[src/sv/pgpe_pkg.sv]
`timescale 1ns / 1ps

package pgpe_pkg;

   // Line buffer size default
   localparam int LINE_BUFFER_WIDTH_DEFAULT = 512;

   // Field widths
   localparam int BYTE_W   = 8;
   localparam int PEN_W    = 11;
   localparam int XPOS_W   = 12;
   localparam int ROWS_W   = 9;
   localparam int CSR_IDX_W  = 3;
   localparam int CSR_DATA_W = 24;

   // Register reset values
   localparam logic [1:0]  DEPTH_MODE_RST  = 2'd0;
   localparam logic [23:0] FORE_COLOR_RST  = 24'hFFFFFF;
   localparam logic [7:0]  FIRST_ROW_RST   = 8'd0;
   localparam logic [7:0]  LAST_ROW_RST    = 8'd255;
   localparam logic [8:0]  FONT_HEIGHT_RST = 9'd16;
   localparam logic [7:0]  WORD_SPACE_RST  = 8'd0;
   localparam logic [9:0]  RIGHT_LIMIT_RST = 10'd512;

   // Register indexes
   typedef enum logic [CSR_IDX_W-1:0] {
      CSR_DEPTH_MODE  = 3'd0,
      CSR_FORE_COLOR  = 3'd1,
      CSR_FIRST_ROW   = 3'd2,
      CSR_LAST_ROW    = 3'd3,
      CSR_FONT_HEIGHT = 3'd4,
      CSR_WORD_SPACE  = 3'd5,
      CSR_RIGHT_LIMIT = 3'd6
   } csr_index_type;

   // Pixel depth codes
   typedef enum logic [1:0] {
      DEPTH_1BPP = 2'd0,
      DEPTH_2BPP = 2'd1,
      DEPTH_4BPP = 2'd2,
      DEPTH_8BPP = 2'd3
   } depth_type;

   typedef struct packed {
      logic [1:0]  depth_mode;
      logic [23:0] fore_color;
      logic [7:0]  first_row;
      logic [7:0]  last_row;
      logic [8:0]  font_height;
      logic [7:0]  word_space;
      logic [9:0]  right_limit;
   } cfg_type;

   typedef struct packed {
      logic [7:0] glyph_byte;
      logic       new_glyph;
      logic [7:0] glyph_width;
   } item_type;

   typedef struct packed {
      logic [9:0]  pixel_x;
      logic [7:0]  pixel_y;
      logic [31:0] pixel_value;
      logic        pixel_write;
      logic        glyph_end;
      logic        line_full;
      logic        last_of_byte;
   } pixel_type;

   // Handshake between the holding stage and the expander
   typedef struct packed {
      logic step;
      logic release_item;
   } ctrl_type;

   // Level mask for the pixel depth
   function automatic logic [7:0] level_mask(input logic [1:0] depth);
      logic [7:0] m;
      begin
         unique case (depth_type'(depth))
            DEPTH_1BPP: m = 8'h01;
            DEPTH_2BPP: m = 8'h03;
            DEPTH_4BPP: m = 8'h0F;
            DEPTH_8BPP: m = 8'hFF;
            default:    m = 8'hFF;
         endcase
         return m;
      end
   endfunction

   // Scale a level to full 8-bit alpha
   function automatic logic [7:0] level_alpha(input logic [1:0] depth,
                                              input logic [7:0] level);
      logic [7:0] a;
      begin
         unique case (depth_type'(depth))
            DEPTH_1BPP: a = level[0] ? 8'hFF : 8'h00;
            DEPTH_2BPP: a = 8'(level[1:0] * 8'd85);
            DEPTH_4BPP: a = 8'(level[3:0] * 8'd17);
            DEPTH_8BPP: a = level;
            default:    a = level;
         endcase
         return a;
      end
   endfunction

endpackage

[src/sv/pgpe_csr.sv]
`timescale 1ns / 1ps

module pgpe_csr (
   input  logic                             clock,
   input  logic                             reset,
   input  logic                             csr_valid,
   input  logic [pgpe_pkg::CSR_IDX_W-1:0]   csr_index,
   input  logic [pgpe_pkg::CSR_DATA_W-1:0]  csr_data,
   output pgpe_pkg::cfg_type                cfg
);

   pgpe_pkg::cfg_type cfg_ff, cfg_in;

   // Decode a register write
   always_comb begin
      cfg_in = cfg_ff;
      if (csr_valid) begin
         unique case (pgpe_pkg::csr_index_type'(csr_index))
            pgpe_pkg::CSR_DEPTH_MODE:  cfg_in.depth_mode  = csr_data[1:0];
            pgpe_pkg::CSR_FORE_COLOR:  cfg_in.fore_color  = csr_data[23:0];
            pgpe_pkg::CSR_FIRST_ROW:   cfg_in.first_row   = csr_data[7:0];
            pgpe_pkg::CSR_LAST_ROW:    cfg_in.last_row    = csr_data[7:0];
            pgpe_pkg::CSR_FONT_HEIGHT: cfg_in.font_height = csr_data[8:0];
            pgpe_pkg::CSR_WORD_SPACE:  cfg_in.word_space  = csr_data[7:0];
            pgpe_pkg::CSR_RIGHT_LIMIT: cfg_in.right_limit = csr_data[9:0];
            default: ;
         endcase
      end
   end

   always_ff @(posedge clock) begin
      if (reset) begin
         cfg_ff.depth_mode  <= pgpe_pkg::DEPTH_MODE_RST;
         cfg_ff.fore_color  <= pgpe_pkg::FORE_COLOR_RST;
         cfg_ff.first_row   <= pgpe_pkg::FIRST_ROW_RST;
         cfg_ff.last_row    <= pgpe_pkg::LAST_ROW_RST;
         cfg_ff.font_height <= pgpe_pkg::FONT_HEIGHT_RST;
         cfg_ff.word_space  <= pgpe_pkg::WORD_SPACE_RST;
         cfg_ff.right_limit <= pgpe_pkg::RIGHT_LIMIT_RST;
      end else begin
         cfg_ff <= cfg_in;
      end
   end

   assign cfg = cfg_ff;

endmodule

[src/sv/pgpe_in_stage.sv]
`timescale 1ns / 1ps

module pgpe_in_stage (
   input  logic                clock,
   input  logic                reset,
   input  logic                req_valid,
   output logic                req_ready,
   input  pgpe_pkg::item_type  req_item,
   input  pgpe_pkg::ctrl_type  ctrl,
   output logic                held_valid,
   output pgpe_pkg::item_type  held_item
);

   logic               valid_ff, valid_in;
   pgpe_pkg::item_type item_ff, item_in;

   // Take a new request once the held byte is done
   assign req_ready = !valid_ff || ctrl.release_item;

   always_comb begin
      valid_in = valid_ff;
      item_in  = item_ff;
      if (req_ready) begin
         valid_in = req_valid;
         item_in  = req_item;
      end else if (ctrl.step) begin
         // glyph start is handled on the first pixel only
         item_in.new_glyph = 1'b0;
      end
   end

   always_ff @(posedge clock) begin
      if (reset) begin
         valid_ff <= 1'b0;
      end else begin
         valid_ff <= valid_in;
      end
   end

   always_ff @(posedge clock) begin
      item_ff <= item_in;
   end

   assign held_valid = valid_ff;
   assign held_item  = item_ff;

endmodule

[src/sv/pgpe_expander.sv]
`timescale 1ns / 1ps

module pgpe_expander #(
   parameter int LINE_BUFFER_WIDTH = pgpe_pkg::LINE_BUFFER_WIDTH_DEFAULT
) (
   input  logic                clock,
   input  logic                reset,
   input  pgpe_pkg::cfg_type   cfg,
   input  logic                held_valid,
   input  pgpe_pkg::item_type  held_item,
   output pgpe_pkg::ctrl_type  ctrl,
   output logic                rsp_valid,
   input  logic                rsp_ready,
   output pgpe_pkg::pixel_type rsp_pixel
);

   localparam logic [pgpe_pkg::XPOS_W-1:0] LBW = pgpe_pkg::XPOS_W'(LINE_BUFFER_WIDTH);

   // Glyph walk state
   logic [pgpe_pkg::PEN_W-1:0] pen_ff, pen_in;
   logic [7:0] col_ff, col_in;
   logic [7:0] row_ff, row_in;
   logic [7:0] width_ff, width_in;
   logic [2:0] bit_ff, bit_in;
   logic       active_ff, active_in;

   // Result register
   logic                rsp_valid_ff, rsp_valid_in;
   pgpe_pkg::pixel_type pixel_ff, pixel_in;

   logic [3:0] bits;
   logic [8:0] fh1, lim, rows;
   logic       pen_full, start;
   logic [5:0] start_prod;
   logic [2:0] start_bit;
   logic [7:0] eff_col, eff_row, eff_width;
   logic [2:0] eff_bit;
   logic       emit, out_free, step;
   logic [4:0] shamt;
   logic [7:0] level, alpha;
   logic [3:0] bit_sum;
   logic       last_b, col_wrap, row_last, glyph_done, full_adv;
   logic [8:0] col_inc, row_inc;
   logic [pgpe_pkg::PEN_W-1:0] pen_adv;
   logic [pgpe_pkg::XPOS_W-1:0] xpos;

   // Row count and glyph start values
   always_comb begin
      bits = 4'd1 << cfg.depth_mode;
      fh1  = cfg.font_height - 9'd1;
      lim  = ({1'b0, cfg.last_row} < fh1) ? {1'b0, cfg.last_row} : fh1;
      if (cfg.font_height == 9'd0 || lim < {1'b0, cfg.first_row}) begin
         rows = 9'd0;
      end else begin
         rows = lim - {1'b0, cfg.first_row} + 9'd1;
      end
      pen_full   = pen_ff >= {1'b0, cfg.right_limit};
      start      = held_item.new_glyph;
      start_prod = 6'(held_item.glyph_width[2:0] * cfg.first_row[2:0]);
      start_bit  = 3'({3'b000, start_prod[2:0]} << cfg.depth_mode);
   end

   // Walk position for this cycle
   always_comb begin
      eff_col   = start ? 8'd0 : col_ff;
      eff_row   = start ? 8'd0 : row_ff;
      eff_bit   = start ? start_bit : bit_ff;
      eff_width = start ? held_item.glyph_width : width_ff;
      if (start) begin
         emit = !pen_full && held_item.glyph_width != 8'd0 && rows != 9'd0;
      end else begin
         emit = active_ff;
      end
      out_free = !rsp_valid_ff || rsp_ready;
      step     = held_valid && (!emit || out_free);
   end

   // Pixel level, position and end-of-glyph checks
   always_comb begin
      shamt = 5'd8 - {1'b0, bits} - {2'b00, eff_bit};
      if (shamt[4]) begin
         level = 8'd0;
      end else begin
         level = (held_item.glyph_byte >> shamt[3:0]) & pgpe_pkg::level_mask(cfg.depth_mode);
      end
      alpha      = pgpe_pkg::level_alpha(cfg.depth_mode, level);
      bit_sum    = {1'b0, eff_bit} + bits;
      last_b     = bit_sum[3];
      col_inc    = {1'b0, eff_col} + 9'd1;
      row_inc    = {1'b0, eff_row} + 9'd1;
      col_wrap   = col_inc >= {1'b0, eff_width};
      row_last   = row_inc >= rows;
      glyph_done = col_wrap && row_last;
      pen_adv    = pen_ff + pgpe_pkg::PEN_W'(eff_width) + pgpe_pkg::PEN_W'(cfg.word_space);
      full_adv   = pen_adv >= {1'b0, cfg.right_limit};
      xpos       = pgpe_pkg::XPOS_W'(pen_ff) + pgpe_pkg::XPOS_W'(eff_col);
   end

   // Release the held byte when it has nothing more to give
   always_comb begin
      ctrl.step         = step;
      ctrl.release_item = step && (!emit || last_b || glyph_done);
   end

   // Next walk state
   always_comb begin
      pen_in    = pen_ff;
      col_in    = col_ff;
      row_in    = row_ff;
      width_in  = width_ff;
      bit_in    = bit_ff;
      active_in = active_ff;
      if (step) begin
         if (emit) begin
            width_in = eff_width;
            bit_in   = bit_sum[2:0];
            row_in   = eff_row;
            if (col_wrap) begin
               col_in = 8'd0;
               if (row_last) begin
                  pen_in    = pen_adv;
                  active_in = 1'b0;
               end else begin
                  row_in    = row_inc[7:0];
                  active_in = 1'b1;
               end
            end else begin
               col_in    = col_inc[7:0];
               active_in = 1'b1;
            end
         end else if (start && pen_full) begin
            active_in = 1'b0;
         end else if (start) begin
            // empty glyph: advance the pen at once
            width_in  = held_item.glyph_width;
            col_in    = 8'd0;
            row_in    = 8'd0;
            bit_in    = start_bit;
            pen_in    = pen_adv;
            active_in = 1'b0;
         end
      end
   end

   // Load the result register
   always_comb begin
      rsp_valid_in = rsp_valid_ff && !rsp_ready;
      pixel_in     = pixel_ff;
      if (step && emit) begin
         rsp_valid_in          = 1'b1;
         pixel_in.pixel_x      = xpos[9:0];
         pixel_in.pixel_y      = eff_row;
         pixel_in.pixel_value  = {alpha, cfg.fore_color};
         pixel_in.pixel_write  = (level != 8'd0) && (xpos < LBW);
         pixel_in.glyph_end    = glyph_done;
         pixel_in.line_full    = glyph_done && full_adv;
         pixel_in.last_of_byte = last_b || glyph_done;
      end
   end

   always_ff @(posedge clock) begin
      if (reset) begin
         pen_ff       <= '0;
         col_ff       <= '0;
         row_ff       <= '0;
         width_ff     <= '0;
         bit_ff       <= '0;
         active_ff    <= 1'b0;
         rsp_valid_ff <= 1'b0;
      end else begin
         pen_ff       <= pen_in;
         col_ff       <= col_in;
         row_ff       <= row_in;
         width_ff     <= width_in;
         bit_ff       <= bit_in;
         active_ff    <= active_in;
         rsp_valid_ff <= rsp_valid_in;
      end
   end

   always_ff @(posedge clock) begin
      pixel_ff <= pixel_in;
   end

   assign rsp_valid = rsp_valid_ff;
   assign rsp_pixel = pixel_ff;

endmodule

[src/sv/packed_glyph_pixel_expander_unit.sv]
`timescale 1ns / 1ps
// A byte request is taken into the holding register; its pixels then pass through the result register.
// Throughput: one pixel per cycle while the result channel is not stalled; a byte yields 1 to 8
// pixels, or none. The next byte is taken in the cycle of the last pixel.
// The pace is set by the single result register that holds one pixel at a time.
// Reset (synchronous) empties both registers, zeroes the pen and restores register defaults.

module packed_glyph_pixel_expander_unit #(
   parameter int LINE_BUFFER_WIDTH = pgpe_pkg::LINE_BUFFER_WIDTH_DEFAULT
) (
   input  logic                             clock,
   input  logic                             reset,
   // request channel
   input  logic                             req_tvalid,
   output logic                             req_tready,
   input  logic [15:0]                      req_tdata,  // glyph_byte[7:0], glyph_width[15:8]
   input  logic                             req_tuser,  // new_glyph[0]
   // result channel
   output logic                             rsp_tvalid,
   input  logic                             rsp_tready,
   output logic [55:0]                      rsp_tdata,  // pixel_x[9:0], pixel_y[17:10],
                                                        // pixel_value[49:18], zero fill
   output logic [2:0]                       rsp_tuser,  // pixel_write[0], line_full[1],
                                                        // last_of_byte[2]
   output logic                             rsp_tlast,  // glyph_end
   // register write channel
   input  logic                             csr_valid,
   output logic                             csr_ready,
   input  logic [pgpe_pkg::CSR_IDX_W-1:0]   csr_index,
   input  logic [pgpe_pkg::CSR_DATA_W-1:0]  csr_data
);

   pgpe_pkg::cfg_type   cfg;
   pgpe_pkg::item_type  req_item, held_item;
   pgpe_pkg::ctrl_type  ctrl;
   pgpe_pkg::pixel_type rsp_pixel;
   logic                held_valid;

   assign csr_ready = 1'b1;

   // Unpack the request
   always_comb begin
      req_item.glyph_byte  = req_tdata[7:0];
      req_item.glyph_width = req_tdata[15:8];
      req_item.new_glyph   = req_tuser;
   end

   pgpe_csr u_csr (
      .clock     (clock),
      .reset     (reset),
      .csr_valid (csr_valid),
      .csr_index (csr_index),
      .csr_data  (csr_data),
      .cfg       (cfg)
   );

   pgpe_in_stage u_in_stage (
      .clock      (clock),
      .reset      (reset),
      .req_valid  (req_tvalid),
      .req_ready  (req_tready),
      .req_item   (req_item),
      .ctrl       (ctrl),
      .held_valid (held_valid),
      .held_item  (held_item)
   );

   pgpe_expander #(
      .LINE_BUFFER_WIDTH (LINE_BUFFER_WIDTH)
   ) u_expander (
      .clock      (clock),
      .reset      (reset),
      .cfg        (cfg),
      .held_valid (held_valid),
      .held_item  (held_item),
      .ctrl       (ctrl),
      .rsp_valid  (rsp_tvalid),
      .rsp_ready  (rsp_tready),
      .rsp_pixel  (rsp_pixel)
   );

   // Pack the result
   assign rsp_tdata = {6'b000000, rsp_pixel.pixel_value, rsp_pixel.pixel_y,
                       rsp_pixel.pixel_x};
   assign rsp_tuser = {rsp_pixel.last_of_byte, rsp_pixel.line_full, rsp_pixel.pixel_write};
   assign rsp_tlast = rsp_pixel.glyph_end;

   // A full line is only reported on a glyph's final pixel
   assert property (@(posedge clock) disable iff (reset)
      rsp_tvalid && rsp_tuser[1] |-> rsp_tlast)
      else $error("line_full outside glyph end");

   // The glyph's final pixel also closes its byte
   assert property (@(posedge clock) disable iff (reset)
      rsp_tvalid && rsp_tlast |-> rsp_tuser[2])
      else $error("glyph end without last_of_byte");

   // While a byte is held, a new request is taken only as that byte is released
   assert property (@(posedge clock) disable iff (reset)
      held_valid && req_tready |-> ctrl.release_item && ctrl.step)
      else $error("request taken over a held byte");

   // No result right after reset
   assert property (@(posedge clock) disable iff (reset)
      $past(reset) |-> !rsp_tvalid)
      else $error("result valid after reset");

endmodule

[config.mk]
export PLATFORM = sky130hd
export DESIGN_NAME = packed_glyph_pixel_expander_unit
export DESIGN_NICKNAME = d
export VERILOG_FILES = /design/src/sv/pgpe_pkg.sv /design/src/sv/pgpe_csr.sv /design/src/sv/pgpe_in_stage.sv /design/src/sv/pgpe_expander.sv /design/src/sv/packed_glyph_pixel_expander_unit.sv
export SDC_FILE = /design/constraint.sdc
export NUM_CORES = 1
export LEC_CHECK = 0
export BUFFER_PORTS_ARGS = -buffer_cell sky130_fd_sc_hd__buf_2
export CAP_MARGIN = 30
export CORE_MARGIN = 5
export CORE_UTILIZATION = 55
export CTS_BUF_LIST = sky130_fd_sc_hd__clkbuf_16
export CTS_CLUSTER_SIZE = 28
export DETAILED_ROUTE_END_ITERATION = 16
export PLACE_DENSITY_LB_ADDON = 0.2
export SLEW_MARGIN = 10
export SYNTH_ARGS = -nofsm -noshare
export SYNTH_HDL_FRONTEND = slang
export SYNTH_SLANG_ARGS = --single-unit
[constraint.sdc]
create_clock -name clock -period 22.8 [get_ports clock]
set_clock_uncertainty 0.2 [all_clocks]
set_input_delay 0 -clock clock [delete_from_list [all_inputs] [get_ports clock]]
set_output_delay 0 -clock clock [all_outputs]
set_load 0.01 [all_outputs]
Word-level counts from Yosys, hierarchy flattened

Index checks and enable logic that the tools add are counted.

$mul: 3
Shift-type cells: 3
Equality and inequality tests: 12
$add $sub $neg: 11
Reduce and logical (&&, ||, !) cells: 41
Order comparisons: 7
Bitwise logic cells: 1
Mux-type cells: 36

Operators by type and width:

| operator                                                                       | number |
|---|---|
| 8-bit two-way mux                                                              | 15 |
| 8-bit one-hot mux with 4 select lines                                          | 2 |
| 11-bit two-way mux                                                             | 5 |
| 11-bit by 8-bit adder with 11-bit output                                       | 2 |
| 11-bit by 10-bit >= comparator with 1-bit output                               | 2 |
| 8-bit by 1-bit adder with 9-bit output, second input constant                  | 2 |
| 9-bit two-way mux                                                              | 2 |
| 2-bit AND reduction                                                            | 9 |
| 8-bit nonzero test                                                             | 2 |
| 11-bit by 8-bit adder with 12-bit output                                       | 1 |
| 12-bit by 10-bit less-than comparator with 1-bit output, second input constant | 1 |
| 1-bit logical AND                                                              | 10 |
| 9-bit by 1-bit adder with 9-bit output, second input constant                  | 1 |
| 3-bit == test, second input constant                                           | 3 |
| 9-bit by 8-bit >= comparator with 1-bit output                                 | 1 |
| 9-bit >= comparator                                                            | 1 |
| 9-bit logical NOT                                                              | 1 |
| 8-bit by 9-bit less-than comparator with 1-bit output                          | 1 |
| 9-bit by 8-bit less-than comparator with 1-bit output                          | 1 |
| 1-bit two-way mux                                                              | 9 |
| 3-bit two-way mux                                                              | 3 |
| 9-bit nonzero test                                                             | 1 |
| 9-bit by 1-bit subtractor with 9-bit output, second input constant             | 1 |
| 9-bit by 8-bit subtractor with 9-bit output                                    | 1 |
| 23 further kinds                                                               | 37 |

Output and inout bits: 63
Register bits: 181
Word-level logic and storage cells: 139
Bits of input ports: 49

Longest topological paths before layout

Depth in word-level cells: 15
Mapped depth: 30

Hierarchy

Synthesis repeated with hierarchy kept, for this count alone.

Cells, all modules: 1083
Area, all modules: 10971.8 um2

Modules (own cells, without submodules):

| module                           | area each (um2) | cells each | instances | sequential area each (um2) |
|---|---|---|---|---|
| pgpe_expander                    | 7578.5          | 785        | 1         | 2422.3 |
| pgpe_csr                         | 2766.4          | 266        | 1         | 1381.3 |
| pgpe_in_stage                    | 566.8           | 23         | 1         | 530.5 |
| packed_glyph_pixel_expander_unit | 60.1            | 9          | 1         | 0.0 |

Least setup slack after synthesis

Ideal clock, no wire load.

Path type: reg2reg
Start: register u_csr.cfg_ff, in the netlist u_csr.cfg[18]
End: register u_expander.pixel_ff, in the netlist u_expander.rsp_pixel[0], enable pin
Clock period less this slack: 7784 ps
Stages on the path, launching flop included: 23
Required time: 22134 ps
Path slack: 15016 ps
Data arrival time: 7118 ps
Path buffers: 2
Path through: dfxtp_1 inv_1 ha_1 ha_1 o21a_1 o21a_1 o21a_1 o21ai_0 a21oi_1 o31ai_1 clkbuf_1 o21ai_0 ha_1 ha_1 a211oi_1 o21bai_1 a21oi_1 xor2_1 o311ai_4 nand2_2 buf_2 nand2_1 nor2_1

Cells in the longest elaborated chain, start to end: 13
Elaborated cells between the ends (all ways): 16
Those cells by class: add/sub (3); order compare (2); mux (3); reduce/logical (8)

RTL lines:

| item                                                                                                                        | RTL line                                 | text |
|---|---|---|
| start: declaration                                                                                                          | pgpe_csr.sv:12                           | `pgpe_pkg::cfg_type cfg_ff, cfg_in;` |
| start signal: assignment                                                                                                    | pgpe_csr.sv:41                           | `cfg_ff <= cfg_in;` |
| 9-bit by 1-bit subtractor with 9-bit output                                                                                 | pgpe_expander.sv:50                      | `fh1 = cfg.font_height - 9'd1;` |
| 8-bit by 9-bit less-than comparator with 1-bit output                                                                       | pgpe_expander.sv:51                      | `lim = ({1'b0, cfg.last_row} < fh1) ? {1'b0, cfg.last_row} : fh1;` |
| 9-bit two-way mux                                                                                                           | pgpe_expander.sv:51                      |  |
| 9-bit by 8-bit subtractor with 9-bit output / 9-bit by 8-bit less-than comparator with 1-bit output (equally long branches) | pgpe_expander.sv:55, pgpe_expander.sv:52 |  |
| 9-bit by 1-bit adder with 9-bit output / 1-bit logical OR (equally long branches)                                           | pgpe_expander.sv:55, pgpe_expander.sv:52 |  |
| 9-bit two-way mux (*)                                                                                                       | pgpe_expander.sv:52                      | `if (cfg.font_height == 9'd0 \|\| lim < {1'b0, cfg.first_row}) begin` |
| 9-bit nonzero test (*)                                                                                                      | pgpe_expander.sv:70                      | `emit = !pen_full && held_item.glyph_width != 8'd0 && rows != 9'd0;` |
| 1-bit logical AND (*)                                                                                                       | pgpe_expander.sv:70                      |  |
| 1-bit two-way mux (*)                                                                                                       | pgpe_expander.sv:69                      | `if (start) begin` |
| 1-bit logical NOT                                                                                                           | pgpe_expander.sv:75                      | `step = held_valid && (!emit \|\| out_free);` |
| 1-bit logical OR                                                                                                            | pgpe_expander.sv:75                      |  |
| 1-bit logical AND                                                                                                           | pgpe_expander.sv:75                      |  |
| 1-bit logical AND (*)                                                                                                       | pgpe_expander.sv:149                     | `if (step && emit) begin` |
| end signal: assignment                                                                                                      | pgpe_expander.sv:182                     | `pixel_ff <= pixel_in;` |
| end: declaration                                                                                                            | pgpe_expander.sv:29                      | `pgpe_pkg::pixel_type pixel_ff, pixel_in;` |

Every way passes the cells marked *; elsewhere a longest branch is shown, timed or not.
A chain may end at the register's enable or synchronous reset.

Worst setup path after layout

Start: register u_csr.cfg_ff, in the netlist u_csr.cfg[18]
End: output req_tready

Elaborated cells between the ends (all ways): 21
Those cells by class: add/sub (3); order compare (3); mux (3); reduce/logical (12)

RTL lines:

| item                                                                                                                        | RTL line                                 | text |
|---|---|---|
| 9-bit by 1-bit subtractor with 9-bit output                                                                                 | pgpe_expander.sv:50                      |  |
| 8-bit by 9-bit less-than comparator with 1-bit output                                                                       | pgpe_expander.sv:51                      |  |
| 9-bit two-way mux                                                                                                           | pgpe_expander.sv:51                      |  |
| 9-bit by 8-bit subtractor with 9-bit output / 9-bit by 8-bit less-than comparator with 1-bit output (equally long branches) | pgpe_expander.sv:55, pgpe_expander.sv:52 |  |
| 9-bit by 1-bit adder with 9-bit output / 1-bit logical OR (equally long branches)                                           | pgpe_expander.sv:55, pgpe_expander.sv:52 |  |
| 9-bit two-way mux (*)                                                                                                       | pgpe_expander.sv:52                      |  |
| 9-bit >= comparator (*)                                                                                                     | pgpe_expander.sv:92                      | `row_last = row_inc >= rows;` |
| 1-bit logical AND (*)                                                                                                       | pgpe_expander.sv:93                      | `glyph_done = col_wrap && row_last;` |
| via u_expander.glyph_done                                                                                                   | pgpe_expander.sv:42                      | `logic last_b, col_wrap, row_last, glyph_done, full_adv;` |
| 1-bit logical OR (*)                                                                                                        | pgpe_expander.sv:102                     | `ctrl.release_item = step && (!emit \|\| last_b \|\| glyph_done);` |
| 1-bit logical AND (*)                                                                                                       | pgpe_expander.sv:102                     |  |
| 1-bit logical OR (*)                                                                                                        | pgpe_in_stage.sv:18                      | `assign req_ready = !valid_ff \|\| ctrl.release_item;` |
| end: declaration                                                                                                            | packed_glyph_pixel_expander_unit.sv:15   | `output logic req_tready,` |

Mark *: on every way through the listed nets, which the timed path passes. The rest lies on a longest branch.

==> results.ini <==
[run_status]
status = complete, no violations

[finish]
fillerInstances = 1525
fin_area_sq_um = 12300
final_nets = 1410
num_antenna_cells = 0
final_cell_mix = nand2_1, dfxtp_1, buf_2, ha_1, a21oi_1
utilization = 0.657
fin_cells = 1503
final_common_cell = nand2_1
drive_gt1_frac = 0.133
syn_to_final_growth_pct = 17.6

[power]
ir_drop_mv = 0.0564
leakagePower_nw = 5.18
total_power_mw = 0.905
pwr_density_cell_nw_per_um2 = 73.6

[placement]
dpl_cell_area_sq_um = 11100
gp_congestion = 0.859
place_inst = 1417
dp_slack_ns = 15.90
numPortBuffers = 104
post-dp-hpwl_microns = 18300

[timing]
fin_ws_ns = 15.54
fmax_mhz = 138
tns_ns = 0
worst_hold_slack_ns = 0.0703
hold_violations = 0
fin_crit_sh = 0.318
timing.slew.headroom = 0.372
setup_violations = 0
rsz0062_at_grt = false
worst_pin_slew_ns = 0.942
fin_crit_ns = 7.26
drv_slew = 0

[global_route]
grt_max_degree = 107
grt_pass1_vias = 8477
gr-total-overflow = 0
antenna_found_initial = 0
grt_pass1_wl_microns = 42000
track_usage = 0.238

[critical_path]
worst-path-max-fanout = 19
cp-start-kind = flip-flop
worstPathRequired_ns = 22.60
crit_top_cell = ha_1
critical-path-max-stage-delay_ns = 0.78
slowest_stage = a221o_1
critPathKind = reg -> out
arrival_ns = 7.06
end_kind = output port

[drt]
routedWlPerCell_microns = 17.1
via_count = 8533
ant_nets = 0
viasPerCell = 5.68
drc = 0
drt_iter0_drc = 525
firstDrtPassIters = 5
routed_wl_microns = 25700

[clock_network]
clockRootBuffer = clkbuf_16
cts_made_buffers = 17
cts_tree = built
path_clk_slew_ns = 0.08
cts_num_sinks = 181
clkLatencyLatePin_ns = 0.44
cts_htree_levels = 4
clockBufferDepth = 2

[floorplanning]
rows = 50
start_util = 0.559
die_w_microns = 148
die_area_sq_um = 21900
fp.dieH_microns = 148
io_pins = 112
core-area_sq_um = 18700

[logic_synthesis]
yosys.area_share.simple = 0.189
synth.distinct_cells = 67
yosysSeqAreaShare = 0.415
synth-seq-cells = 181
synthMuxAreaShare = 0.0355
synth_xor_area_frac = 0.0352
synth_adder_area_share = 0.137
yosys.area.top_type = dfxtp_1
synth_compound_area_frac = 0.142
synth_top_family_by_area = simple AND/OR/NAND/NOR gates
synthFlopType = dfxtp_1
async_reset_ff_frac = 0
synth-warning-count = 0
syn_inst = 1117
ys_top_cells_by_area = dfxtp_1, edfxtp_1, ha_1
synth_top_area_frac = 0.211
synth_edf_count = 71
synth.cell_area_sq_um = 10500
syn_area_per_cell_sq_um = 9.36

[flow_run]
drv_cap = 0

[worst_hold_path]
hold_path_class = in -> reg

-- critical path, delay by kind of cell (launching register included) --
kind	cells	cell delay, ns
adder cells (fa/ha/maj)	5	1.59
AO/OA/AOI/OAI	14	2.80
flip-flops	1	0.44
XOR/XNOR	1	0.51
AND/OR/NAND/NOR	3	0.65
buffers and inverters	3	0.62
-- routing by layer --
layer,GRT usage,vias up,part of all wire
met4,0.0891,0,0.028
met5,0,-,0
met3,0.0420,51,0.046
met1,0.298,4042,0.44
li1,-,4203,-
met2,0.413,237,0.49
-- state kept, by name, summed over array words and instances, names as in the netlist --
register	cells
u_expander.width_ff	8
u_expander.active_ff	1
u_expander.bit_ff	3
u_expander.pen_ff	11
u_in_stage.held_item	17
u_expander.col_ff	8
u_csr.cfg	69
u_expander.row_ff	8
u_expander.rsp_valid	1
u_in_stage.held_valid	1
u_expander.rsp_pixel	54
-- logic make-up after synthesis --
kind of cell	count (synthesis)
other	2
AOI/OAI and AO/OA	230
and+or+nand+nor	408
DFF	181
adders and majority gates	105
buffers and inverters	116
xor gates and xnor gates	42
muxes	33
-- path summary, 6_finish.rpt --
| kind | slack, ns | startpoint | cells after the start | endpoint |
|---|---|---|---|---|
| hold / removal | 0.07 | req_tdata[1] | 2 | u_in_stage.held_item[10]$_DFFE_PP_ |
| hold reg to reg | 0.23 | u_csr.cfg[59]$_SDFFE_PP1P_ | 0 | u_expander.rsp_pixel[20]$_DFFE_PP_ |
| setup / recovery | 15.54 | u_csr.cfg[18]$_SDFFE_PP0P_ | 26 | req_tready |
| setup reg to reg | 15.83 | u_csr.cfg[18]$_SDFFE_PP0P_ | 26 | u_in_stage.held_item[8]$_SDFFCE_PN0P_ |
-- final cells by class --
type / instances / area (sq um) / share of cell area
Timing Repair Buffer: 163 / 1110 / 0.0902
Inverter: 67 / 251 / 0.0205
Clock buffer: 17 / 425 / 0.0346
Tap cell: 234 / 293 / 0.0238
Sequential cell: 181 / 4330 / 0.353
Multi-Input combinational cell: 826 / 5670 / 0.461
Clock inverter: 15 / 211 / 0.0172
-- power breakdown --
part | internal [mW] | leakage, nW | switching (mW) | total [mW]
combinational | 0.0922 | 3.33 | 0.138 | 0.230
clock | 0.153 | 0.305 | 0.154 | 0.307
sequential | 0.357 | 1.55 | 0.0115 | 0.368
-- repair_timing --
item | CTS | global route
gates resized for setup | 0 | 0
buffers inserted | 0 | 0
hold buffers | 50 | 1
endpoints found under the hold margin | 90 | 8
-- cells in the mapped netlist (all sizes together), types with 7 or more instances --
master,count
nand2,166
dfxtp,110
ha,89
a21oi,75
nor2,73
edfxtp,71
inv,67
o21ai,50
nand3b,37
clkbuf,33
nand3,24
xor2,24
nor3,23
nor2b,22
mux2i,18
xnor2,18
buf,16
fa,16
nand2b,15
a211oi,13
mux2,13
a21o,12
and3,10
o21a,10
a31oi,9
and2,8
nand4,8
a22o,7
o211ai,7
o21bai,7
Note: power is estimated with default switching activity, not from simulation.
